**config.mk**
```make
export PLATFORM = sky130hd
export DESIGN_NAME = pktc_parse
export DESIGN_NICKNAME = d
export VERILOG_FILES = /design/src/per_key_traffic_counter_sampler_assert.svh /design/src/pktc_pkg.sv /design/src/pktc_parse.sv
export SDC_FILE = /design/constraint.sdc
export NUM_CORES = 1
export LEC_CHECK = 0
export ABC_CLOCK_PERIOD_IN_PS = 1900
export CAP_MARGIN = 10
export CORE_AREA = 2 2 90 92
export DETAILED_ROUTE_END_ITERATION = 7
export DIE_AREA = 0 0 92 94
export DONT_BUFFER_PORTS = 1
export PLACE_DENSITY = 0.36
export SLEW_MARGIN = 5
export SYNTH_ARGS = -nofsm -noshare
export SYNTH_HDL_FRONTEND = slang
export SYNTH_SLANG_ARGS = --single-unit
```
**constraint.sdc**
```tcl
create_clock -name vclk -period 1.9
set_clock_uncertainty 0.05 [all_clocks]
set_input_delay 0.38 -clock vclk [all_inputs]
set_output_delay 0.38 -clock vclk [all_outputs]
set_load 0.01 [all_outputs]
```
**src/per_key_traffic_counter_sampler_assert.svh**
```systemverilog
// assertion macros for the per-key traffic counter
`ifndef PER_KEY_TRAFFIC_COUNTER_SAMPLER_ASSERT_SVH
`define PER_KEY_TRAFFIC_COUNTER_SAMPLER_ASSERT_SVH
`ifndef NO_ASSERTIONS
`define PKTC_ASSERT_NEVER(label, clk, rst, cond) \
  label: assert property (@(posedge clk) disable iff (rst) !(cond)) \
    else $error("assertion failed");
`define PKTC_ASSERT_NEXT(label, clk, rst, a, b) \
  label: assert property (@(posedge clk) disable iff (rst) (a) |=> (b)) \
    else $error("assertion failed");
`else
`define PKTC_ASSERT_NEVER(label, clk, rst, cond)
`define PKTC_ASSERT_NEXT(label, clk, rst, a, b)
`endif
`endif

```
**src/pktc_pkg.sv**
```systemverilog
`default_nettype none
package pktc_pkg;
  localparam int TABLE_ENTRIES = 1024;
  localparam int SAMPLE_PERIOD = 10;
  localparam int IDX_W = (TABLE_ENTRIES > 1) ? $clog2(TABLE_ENTRIES) : 1;
  localparam int CNT_W = $clog2(TABLE_ENTRIES + 1);
  localparam int PH_W = (SAMPLE_PERIOD > 1) ? $clog2(SAMPLE_PERIOD) : 1;
  localparam int PH_INIT = 1 % SAMPLE_PERIOD;

  localparam logic [15:0] ETHERTYPE_IPV4 = 16'h0800;
  localparam logic [7:0] PROTO_TCP = 8'd6;
  localparam logic [7:0] PROTO_UDP = 8'd17;
  localparam logic [5:0] IP_END_BYTES = 6'd34;
  localparam logic [5:0] TCP_END_BYTES = 6'd54;
  localparam logic [5:0] UDP_END_BYTES = 6'd42;

  typedef struct packed {
    logic        ok;
    logic [7:0]  protocol;
    logic [31:0] src_addr;
    logic [31:0] dst_addr;
    logic [15:0] sport;
    logic [15:0] dport;
  } hdr_info_t;

  typedef struct packed {
    logic [PH_W-1:0] phase;
    logic [63:0]     bytes;
    logic [63:0]     packets;
  } count_word_t;

  typedef struct packed {
    logic        used;
    logic [31:0] key;
  } key_word_t;
endpackage
`default_nettype wire

```
**src/pktc_parse.sv**
```systemverilog
`default_nettype none
module pktc_parse (
  input  wire logic [5:0]       captured_bytes,
  input  wire logic [15:0]      ether_type,
  input  wire logic [7:0]       ip_protocol,
  input  wire logic [31:0]      source_addr,
  input  wire logic [31:0]      dest_addr,
  input  wire logic [15:0]      l4_source_port,
  input  wire logic [15:0]      l4_dest_port,
  output pktc_pkg::hdr_info_t   info
);
  logic ports_ok;

  // ipv4 with full eth and ip headers
  assign info.ok = (ether_type == pktc_pkg::ETHERTYPE_IPV4) &&
                   (captured_bytes >= pktc_pkg::IP_END_BYTES);
  assign ports_ok = ((ip_protocol == pktc_pkg::PROTO_TCP) &&
                     (captured_bytes >= pktc_pkg::TCP_END_BYTES)) ||
                    ((ip_protocol == pktc_pkg::PROTO_UDP) &&
                     (captured_bytes >= pktc_pkg::UDP_END_BYTES));
  assign info.protocol = ip_protocol;
  assign info.src_addr = source_addr;
  assign info.dst_addr = dest_addr;
  assign info.sport = ports_ok ? l4_source_port : 16'd0;
  assign info.dport = ports_ok ? l4_dest_port : 16'd0;
endmodule
`default_nettype wire

```
==> results.py, run 1 <==
metrics = {
    "run_status": {
        "status": "finished with violations",
        "violations": "negative setup slack",
    },
    "finish": {
        "nNetsFinal": 180,
        "drive_gt1_frac": 0.173,
        "flops_and_latches": 0,
        "stdcell_count": 156,
        "clockBufferCount": 0,
        "area.growth.synth_to_final_pct": -42.1,
        "finish.utilization": 0.0701,
        "stdcell_area_um2": 533,
        "layout.area.seq_um2": 0,
    },
    "floorplanning": {
        "design.core.area_um2": 7610,
        "die_w_um": 92,
        "die_h_um": 94,
        "pin_count": 231,
        "start_util": 0.121,
        "row_count": 32,
        "dieArea_um2": 8650,
    },
    "setup_path": {
        "crit_path_end_kind": "output pin",
        "path_buf_inv": 1,
        "required_ns": 1.47,
        "crit_path_cell_trace": "or4b_4, nor4_4, buf_12, and3_1",
        "crit_family": "simple AND/OR/NAND/NOR gates",
        "worstSetupPathType": "input port to output pin",
        "slowest_delay_ns": 0.53,
        "cp-start-kind": "input port",
        "crit_slowest_cell": "or4b_4",
        "critPathMaxFanout": 32,
        "worstPathArrival_ns": 1.56,
    },
    "logic_synthesis": {
        "synth_area_per_cell_um2": 7.25,
        "ys_seq_area_frac": 0,
        "synth_nets": 253,
        "synth_warnings": 0,
        "synthDistinctLibCells": 16,
        "netlist_area_um2": 921,
        "netlist_instances": 127,
    },
    "route": {
        "drtIter0Drc": 18,
        "vias": 541,
        "drc": 0,
        "wl_per_cell_um": 16.6,
        "vias_per_cell": 3.47,
        "drt-total-wl_um": 2600,
        "drt-pass1-iter-count": 4,
        "ant_nets": 0,
    },
    "hold_path": {
        "hold_class": "input port to output pin",
        "min_from": "dest_addr[4]",
        "holdPathStages": 0,
        "holdPathEnd": "info[36]",
    },
    "clock_network": {
        "hold_buffers": 0,
        "cts_setup_buffers": 0,
    },
    "grt": {
        "grt_pass1_wl_um": 3040,
        "grt-ovfl-total": 0,
        "antenna_found_initial": 3,
        "grt_pass1_vias": 494,
        "grt_max_degree": 33,
        "track_usage": 0.0480,
    },
    "place": {
        "hpwl_um": 2240,
        "finalWeightedCongestion": 0.633,
        "place_area_um2": 523,
        "io_buffer_count": 0,
        "place_inst": 154,
    },
    "sta": {
        "rsz0062_at_grt": "yes",
        "tns_ns": -2.45,
        "final.setup.worst_slack_ns": -0.0935,
        "setup_viol": 32,
        "hold_viol": 0,
        "max_slew_margin": 0.667,
        "min_period_ns": 1.99,
        "report.final.slew_viol_count": 0,
        "max_freq_mhz": 502,
        "worst_slew_pin_slew_ns": 0.495,
        "fin_crit_sh": 1.05,
    },
    "power_and_ir_drop": {
        "p_leak_nw": 0.244,
        "irDropWorstVdd_mv": 0.0105,
        "power_density_nw_per_um2": 54.9,
    },
    "run": {
        "drv_cap": 0,
    },
}
## worst max-delay path by stage
| stage | startpoint | endpoint | slack [ns] | cells past startpoint |
|---|---|---|---|---|
| 2_1_floorplan | ip_protocol[5] | info[0] | -0.07 | 4 |
| 3_3_place_gp | ip_protocol[5] | info[21] | -0.08 | 4 |
| 3_5_place_dp | ip_protocol[5] | info[21] | -0.12 | 4 |
| 4_1_cts | ip_protocol[5] | info[21] | -0.12 | 4 |
| 5_1_grt | ip_protocol[5] | info[22] | -0.15 | 4 |
| 6_report | ip_protocol[5] | info[21] | -0.09 | 4 |
## Yosys cell counts
master / instances / area share
a21o_1: 1 / 0.0082
a31o_2: 1 / 0.0095
and3_1: 30 / 0.20
and3_2: 2 / 0.016
buf_4: 72 / 0.59
buf_6: 3 / 0.037
clkbuf_1: 3 / 0.012
nand2_1: 1 / 0.0041
nand3_1: 1 / 0.0054
nor2_1: 2 / 0.0082
nor3_1: 3 / 0.016
nor4_1: 2 / 0.014
nor4_4: 1 / 0.023
nor4b_1: 2 / 0.019
nor4bb_1: 2 / 0.022
or4b_4: 1 / 0.015
## final cells by class
| type | count | area, um2 |
|---|---|---|
| fill | 895 | 7070 |
| multi-input combinational | 49 | 340 |
| tap | 102 | 128 |
| timing repair buffer | 3 | 60.1 |
| antenna | 2 | 5.00 |
## through the flow
step                      setup slack, ns  hold WS, ns  power (mW)
after global routing               -0.148        0.710      0.0317
final                             -0.0935        0.710      0.0292
after global placement            -0.0843        0.710      0.0292
after CTS                          -0.115        0.710      0.0296
after floorplan                   -0.0662        0.802       0.176
after detailed placement           -0.115        0.710      0.0295
## cell usage in the layout (no fill, tap or decap), drive strengths merged
cell    count
nor2        2
nor4        3
buf         3
or4b        1
nand3       1
diode       2
nand2       1
a31o        1
nor4bb      2
nor3        3
a21o        1
nor4b       2
and3       32
## repair_timing
action                                  4_1_cts  5_1_grt
resized for setup                             0        1
endpoints found under the setup margin       32       32
gates cloned                                  0        0
pin swaps                                     0        0
## cells by family after synthesis
family,count (synthesis),synth area share
compound gates,2,0.0177
buf+inv,78,0.636
simple gates,47,0.346
## report_power, final
group | internal (mW) | leakage [nW] | switching (mW)
registers | 0 | 0 | 0
clock network | 0.000000141 | 0.0000127 | 0
logic | 0.0156 | 0.244 | 0.0137
## routing by layer
layer	GRT usage	share of wire	vias up
li1	-	-	212
met1	0.0381	0.25	213
met2	0.0790	0.46	70
met3	0.0281	0.19	44
met4	0.0510	0.092	2
met5	0	0.0050	-
Power figures use the tool's default switching activity.
==> run 2: changes to the inputs <==
Settings changed: CORE_AREA 2 2 90 92 to 4 4 87 89, DIE_AREA 0 0 92 94 to 0 0 91 93, PLACE_DENSITY 0.36 to 0.38.
==> run 2 against run 1 <==
The flow still finishes with violations (negative setup slack). Critical path type unchanged. Global-route usage grew 0.51 points. Final cell count fell by 14%. Final area down 6.6%. Power is 4.6% lower.
==> results.py, run 2 (same netlist as run 1, synthesis figures left out) <==
metrics = {
    "run_status": {
        "violations": "negative setup slack",
        "status": "finished with violations",
    },
    "run": {
        "drv_cap": 0,
    },
    "finish": {
        "stdcell_count": 134,
        "final_cell_mix": "and3_1, and3_2, nor3_1",
        "mostFrequentLayoutCell": "and3_1",
        "clockBufferCount": 0,
        "nNetsFinal": 181,
        "drive_gt1_frac": 0.245,
        "layout.area.seq_um2": 0,
        "area.growth.synth_to_final_pct": -45.9,
        "flops_and_latches": 0,
    },
    "floorplanning": {
        "start_util": 0.136,
        "design.core.area_um2": 6760,
        "row_count": 30,
        "pin_count": 231,
        "die_h_um": 93,
        "dieArea_um2": 8460,
        "die_w_um": 91,
    },
    "grt": {
        "grt_max_degree": 33,
        "grt-ovfl-total": 0,
        "grt_pass1_wl_um": 3550,
        "antenna_found_initial": 1,
        "track_usage": 0.0531,
        "grt_pass1_vias": 571,
    },
    "power_and_ir_drop": {
        "p_leak_nw": 0.246,
        "irDropWorstVdd_mv": 0.00996,
        "power_density_nw_per_um2": 56.0,
    },
    "setup_path": {
        "required_ns": 1.47,
        "worstSetupPathType": "input port to output pin",
        "worstSetupStartpoint": "ip_protocol[5]",
        "cp-endpoint": "info[12]",
        "cp-start-kind": "input port",
        "critPathMaxFanout": 32,
        "crit_path_end_kind": "output pin",
        "worstPathArrival_ns": 1.58,
    },
    "sta": {
        "whs_ns": 0.710,
        "fin_crit_sh": 1.06,
        "report.final.slew_viol_count": 0,
        "rsz0062_at_grt": "yes",
        "worst_slew_pin_slew_ns": 0.377,
        "final.setup.worst_slack_ns": -0.108,
        "hold_viol": 0,
        "max_freq_mhz": 498,
        "min_period_ns": 2.01,
        "max_slew_margin": 0.747,
        "setup_viol": 32,
    },
    "place": {
        "hpwl_um": 2340,
        "io_buffer_count": 0,
        "finalWeightedCongestion": 0.572,
        "place_inst": 133,
    },
    "route": {
        "drtIter0Drc": 13,
        "vias": 554,
        "vias_per_cell": 4.13,
        "drt-pass1-iter-count": 2,
        "ant_nets": 0,
        "drt-total-wl_um": 2790,
        "drc": 0,
        "wl_per_cell_um": 20.8,
    },
    "clock_network": {
        "cts_setup_buffers": 0,
    },
    "hold_path": {
        "hold_class": "input port to output pin",
    },
}
run 2: worst max-delay path, stage by stage:
cell	delay, ns
or4b_4	0.53
nor4_4	0.20
buf_12	0.21
and3_2	0.25
run 2: routing by layer:
layer	track usage	wire (um)	up-vias
li1	-	-	211
met1	0.0484	793	225
met2	0.0901	1300	76
met3	0.0161	398	42
met4	0.0578	289	0
met5	0	0	-
run 2: layout make-up:
type,instances,area [um2]
Timing Repair Buffer,4,55.1
Antenna cell,1,2.50
Fill cell,794,6260
Tap cell,80,100
Multi-Input combinational cell,49,340
run 2: power breakdown:
part	internal (mW)	leakage (nW)	total [mW]	switching, mW
clock network	0.0000000703	0.00000634	0.0000000703	0
registers	0	0	0	0
logic	0.0143	0.246	0.0279	0.0136
total	0.0143	0.246	0.0279	0.0136
run 2: per-stage QoR:
stage               setup slack [ns]  power [mW]  utilization  setup TNS (ns)  cell area [um2]
finish                        -0.108      0.0279       0.0737           -2.86              498
global route                  -0.145      0.0309       0.0737           -4.09              498
CTS                           -0.123      0.0288       0.0733           -3.33              495
detailed placement            -0.141      0.0287       0.0726           -3.34              490
global placement              -0.119      0.0281       0.0726           -2.78              490
floorplan                    -0.0662       0.176            -           -1.99              921
run 2: timing repair:
item,in CTS,in global routing
resized for setup,4,0
hold buffers,0,0
endpoints found under the setup margin,32,32
run 2: worst min-delay path by stage:
stage	from	end	slack (ns)	cells past startpoint
detailed placement	dest_addr[1]	info[33]	0.71	0
global route	ip_protocol[7]	info[103]	0.71	0
CTS	dest_addr[1]	info[33]	0.71	0
finish	dest_addr[7]	info[39]	0.71	0
global placement	dest_addr[1]	info[33]	0.71	0
floorplan	ip_protocol[4]	info[100]	0.80	1
==> run 3: changes to the inputs <==
Settings changed: ABC_AREA set to 1, ABC_CLOCK_PERIOD_IN_PS 1900 to 2550, CORE_AREA 4 4 87 89 to 4 4 88 90, DIE_AREA 0 0 91 93 to 0 0 92 94, PLACE_DENSITY 0.38 to 0.39.
Clock period 1.9 ns to 2.55 ns, I/O delays scaled along.
==> run 3 against run 2 <==
The run now ends clean. Routed wire length shrank 21%. Synthesized area grew 16%. Final cell count grew 52%. Synthesized cell count grew 39%. Power grew 5.5%. Combinational power grew 5%. First-iteration DRC count shrank 7.7%. Hold slack gained 0.26 ns. Sequential share of layout area is the same. Global-route usage shrank 1.6 points. Critical path depth grew 2. Largest cell class unchanged. Largest power group unchanged. Highest routed layer unchanged.
==> results.py, run 3 <==
metrics = {
    "hold_path": {
        "holdPathEnd": "info[36]",
        "min_from": "dest_addr[4]",
        "holdPathStages": 0,
        "hold_class": "input port to output pin",
    },
    "sta": {
        "hold_viol": 0,
        "tns_ns": 0,
        "max_slew_margin": 0.655,
        "min_period_ns": 2.12,
        "rsz0062_at_grt": "no",
        "fin_crit_sh": 0.831,
        "max_freq_mhz": 472,
        "report.final.slew_viol_count": 0,
        "setup_viol": 0,
        "worst_slew_pin_slew_ns": 0.517,
    },
    "logic_synthesis": {
        "synth_common_cells": "buf_4, inv_1, nor2_2, nor2_1, nand2_1",
        "netlist_instances": 177,
        "synth_compound_area_frac": 0,
        "synthMuxAreaShare": 0,
        "synth_warnings": 0,
        "synth.largest_area_cell": "buf_4",
        "synth.top_cell.area_share": 0.506,
        "yosysMostFrequentCell": "buf_4",
        "synthDistinctLibCells": 12,
        "netlist_area_um2": 1070,
        "synth_nets": 303,
        "synthSimpleGateAreaFrac": 0.326,
        "synth_area_per_cell_um2": 6.04,
        "synth-adder-area-share": 0,
        "synth_xor_area_frac": 0,
        "ys_seq_area_frac": 0,
        "yosys-top-cells-area": "buf_4, nor2_2, inv_1",
        "synth_top_family_by_area": "buffers and inverters",
    },
    "route": {
        "vias_per_cell": 3.15,
        "drtIter0Drc": 12,
        "ant_nets": 0,
        "drt-total-wl_um": 2210,
        "vias": 642,
        "wl_per_cell_um": 10.8,
        "drt-pass1-iter-count": 2,
        "drc": 0,
    },
    "grt": {
        "gr-usage-met2": 0.0633,
        "busiest_layer": "met2",
        "gr-usage-met3": 0.0192,
        "grt_max_degree": 33,
        "grt_pass1_wl_um": 2620,
        "met1_usage": 0.0326,
        "antenna_found_initial": 0,
        "track_usage": 0.0375,
        "grt-ovfl-total": 0,
        "grt_pass1_vias": 526,
    },
    "floorplanning": {
        "die_h_um": 94,
        "row_count": 31,
        "dieArea_um2": 8650,
        "pin_count": 231,
        "start_util": 0.151,
        "design.core.area_um2": 7060,
        "die_w_um": 92,
    },
    "power_and_ir_drop": {
        "irDropWorstVdd_mv": 0.00791,
        "power_density_nw_per_um2": 45.9,
        "power_mw": 0.0294,
        "p_leak_nw": 0.335,
    },
    "finish": {
        "mostFrequentLayoutCell": "inv_1",
        "nNetsFinal": 233,
        "clockBufferCount": 0,
        "layout.area.seq_um2": 0,
        "area.growth.synth_to_final_pct": -40.0,
        "final_cell_mix": "inv_1, nor2_2, nor2_1",
        "flops_and_latches": 0,
        "multiInputGateArea_um2": 348,
        "finish.utilization": 0.0907,
        "antenna_cells": 0,
        "drive_gt1_frac": 0.324,
        "fillers": 847,
    },
    "setup_path": {
        "cp-start-kind": "input port",
        "critPathMaxFanout": 32,
        "worstSetupPathType": "input port to output pin",
        "required_ns": 1.99,
        "crit_path_end_kind": "output pin",
        "worstPathArrival_ns": 1.56,
    },
    "place": {
        "finalWeightedCongestion": 0.572,
        "hpwl_um": 2030,
        "io_buffer_count": 0,
    },
    "run": {
        "drv_cap": 0,
    },
    "clock_network": {
        "hold_buffers": 0,
        "cts_setup_buffers": 0,
        "cts_resized": 0,
    },
    "run_status": {
        "status": "completed",
    },
}
==> run 3: cell count changes after synthesis, moves of 3 or more <==
cell	change
nor2_2	+27
clkbuf_1	-3
inv_1	+39
nor2_4	+3
nand2_1	+8
and3_1	-30
nor2_1	+11
==> run 3: area by class of cell <==
class	instances	area share
Inverter	39	0.229
Multi-Input combinational cell	63	0.543
Tap cell	99	0.193
Timing Repair Buffer	3	0.0352
==> run 3: worst max path at each step <==
stage                         startpoint       end
after floorplan           ip_protocol[7]   info[0]
after global placement    ip_protocol[7]  info[12]
after detailed placement  ip_protocol[7]  info[12]
after CTS                 ip_protocol[7]  info[26]
after global routing      ip_protocol[7]  info[12]
final                     ip_protocol[7]  info[26]
==> run 3: cell families (layout without fill, tap and decap cells) <==
kind of cell,Yosys count,count (layout)
buffers and inverters,114,42
AND/OR/NAND/NOR,63,63
==> run 3: per-stage QoR <==
step / hold slack, ns / worst slack [ns] / cells / cell area (um2)
after floorplan: 1.06 / 0.736 / 177 / 1070
after global placement: 0.970 / 0.407 / 204 / 641
after detailed placement: 0.970 / 0.406 / 204 / 641
after CTS: 0.970 / 0.400 / 204 / 641
after global routing: 0.970 / 0.315 / 204 / 641
final: 0.970 / 0.432 / 204 / 641
==> run 3: layer usage <==
layer / vias up / share of wire
li1: 284 / -
met1: 248 / 0.29
met2: 78 / 0.46
met3: 32 / 0.17
met4: 0 / 0.074
met5: - / 0
==> run 3: critical path: stages <==
cell and delay [ns]:
nand3b_1 0.18, nor3_1 0.23, nand2_2 0.07, buf_4 0.27, nor2_1 0.14, buf_4 0.13
==> run 3: power breakdown <==
| part | internal (mW) | switching, mW | total (mW) | leakage, nW |
|---|---|---|---|---|
| clock | 0 | 0 | 0 | 0 |
| combinational | 0.0107 | 0.0187 | 0.0294 | 0.335 |
| sequential | 0 | 0 | 0 | 0 |
| total | 0.0107 | 0.0187 | 0.0294 | 0.335 |
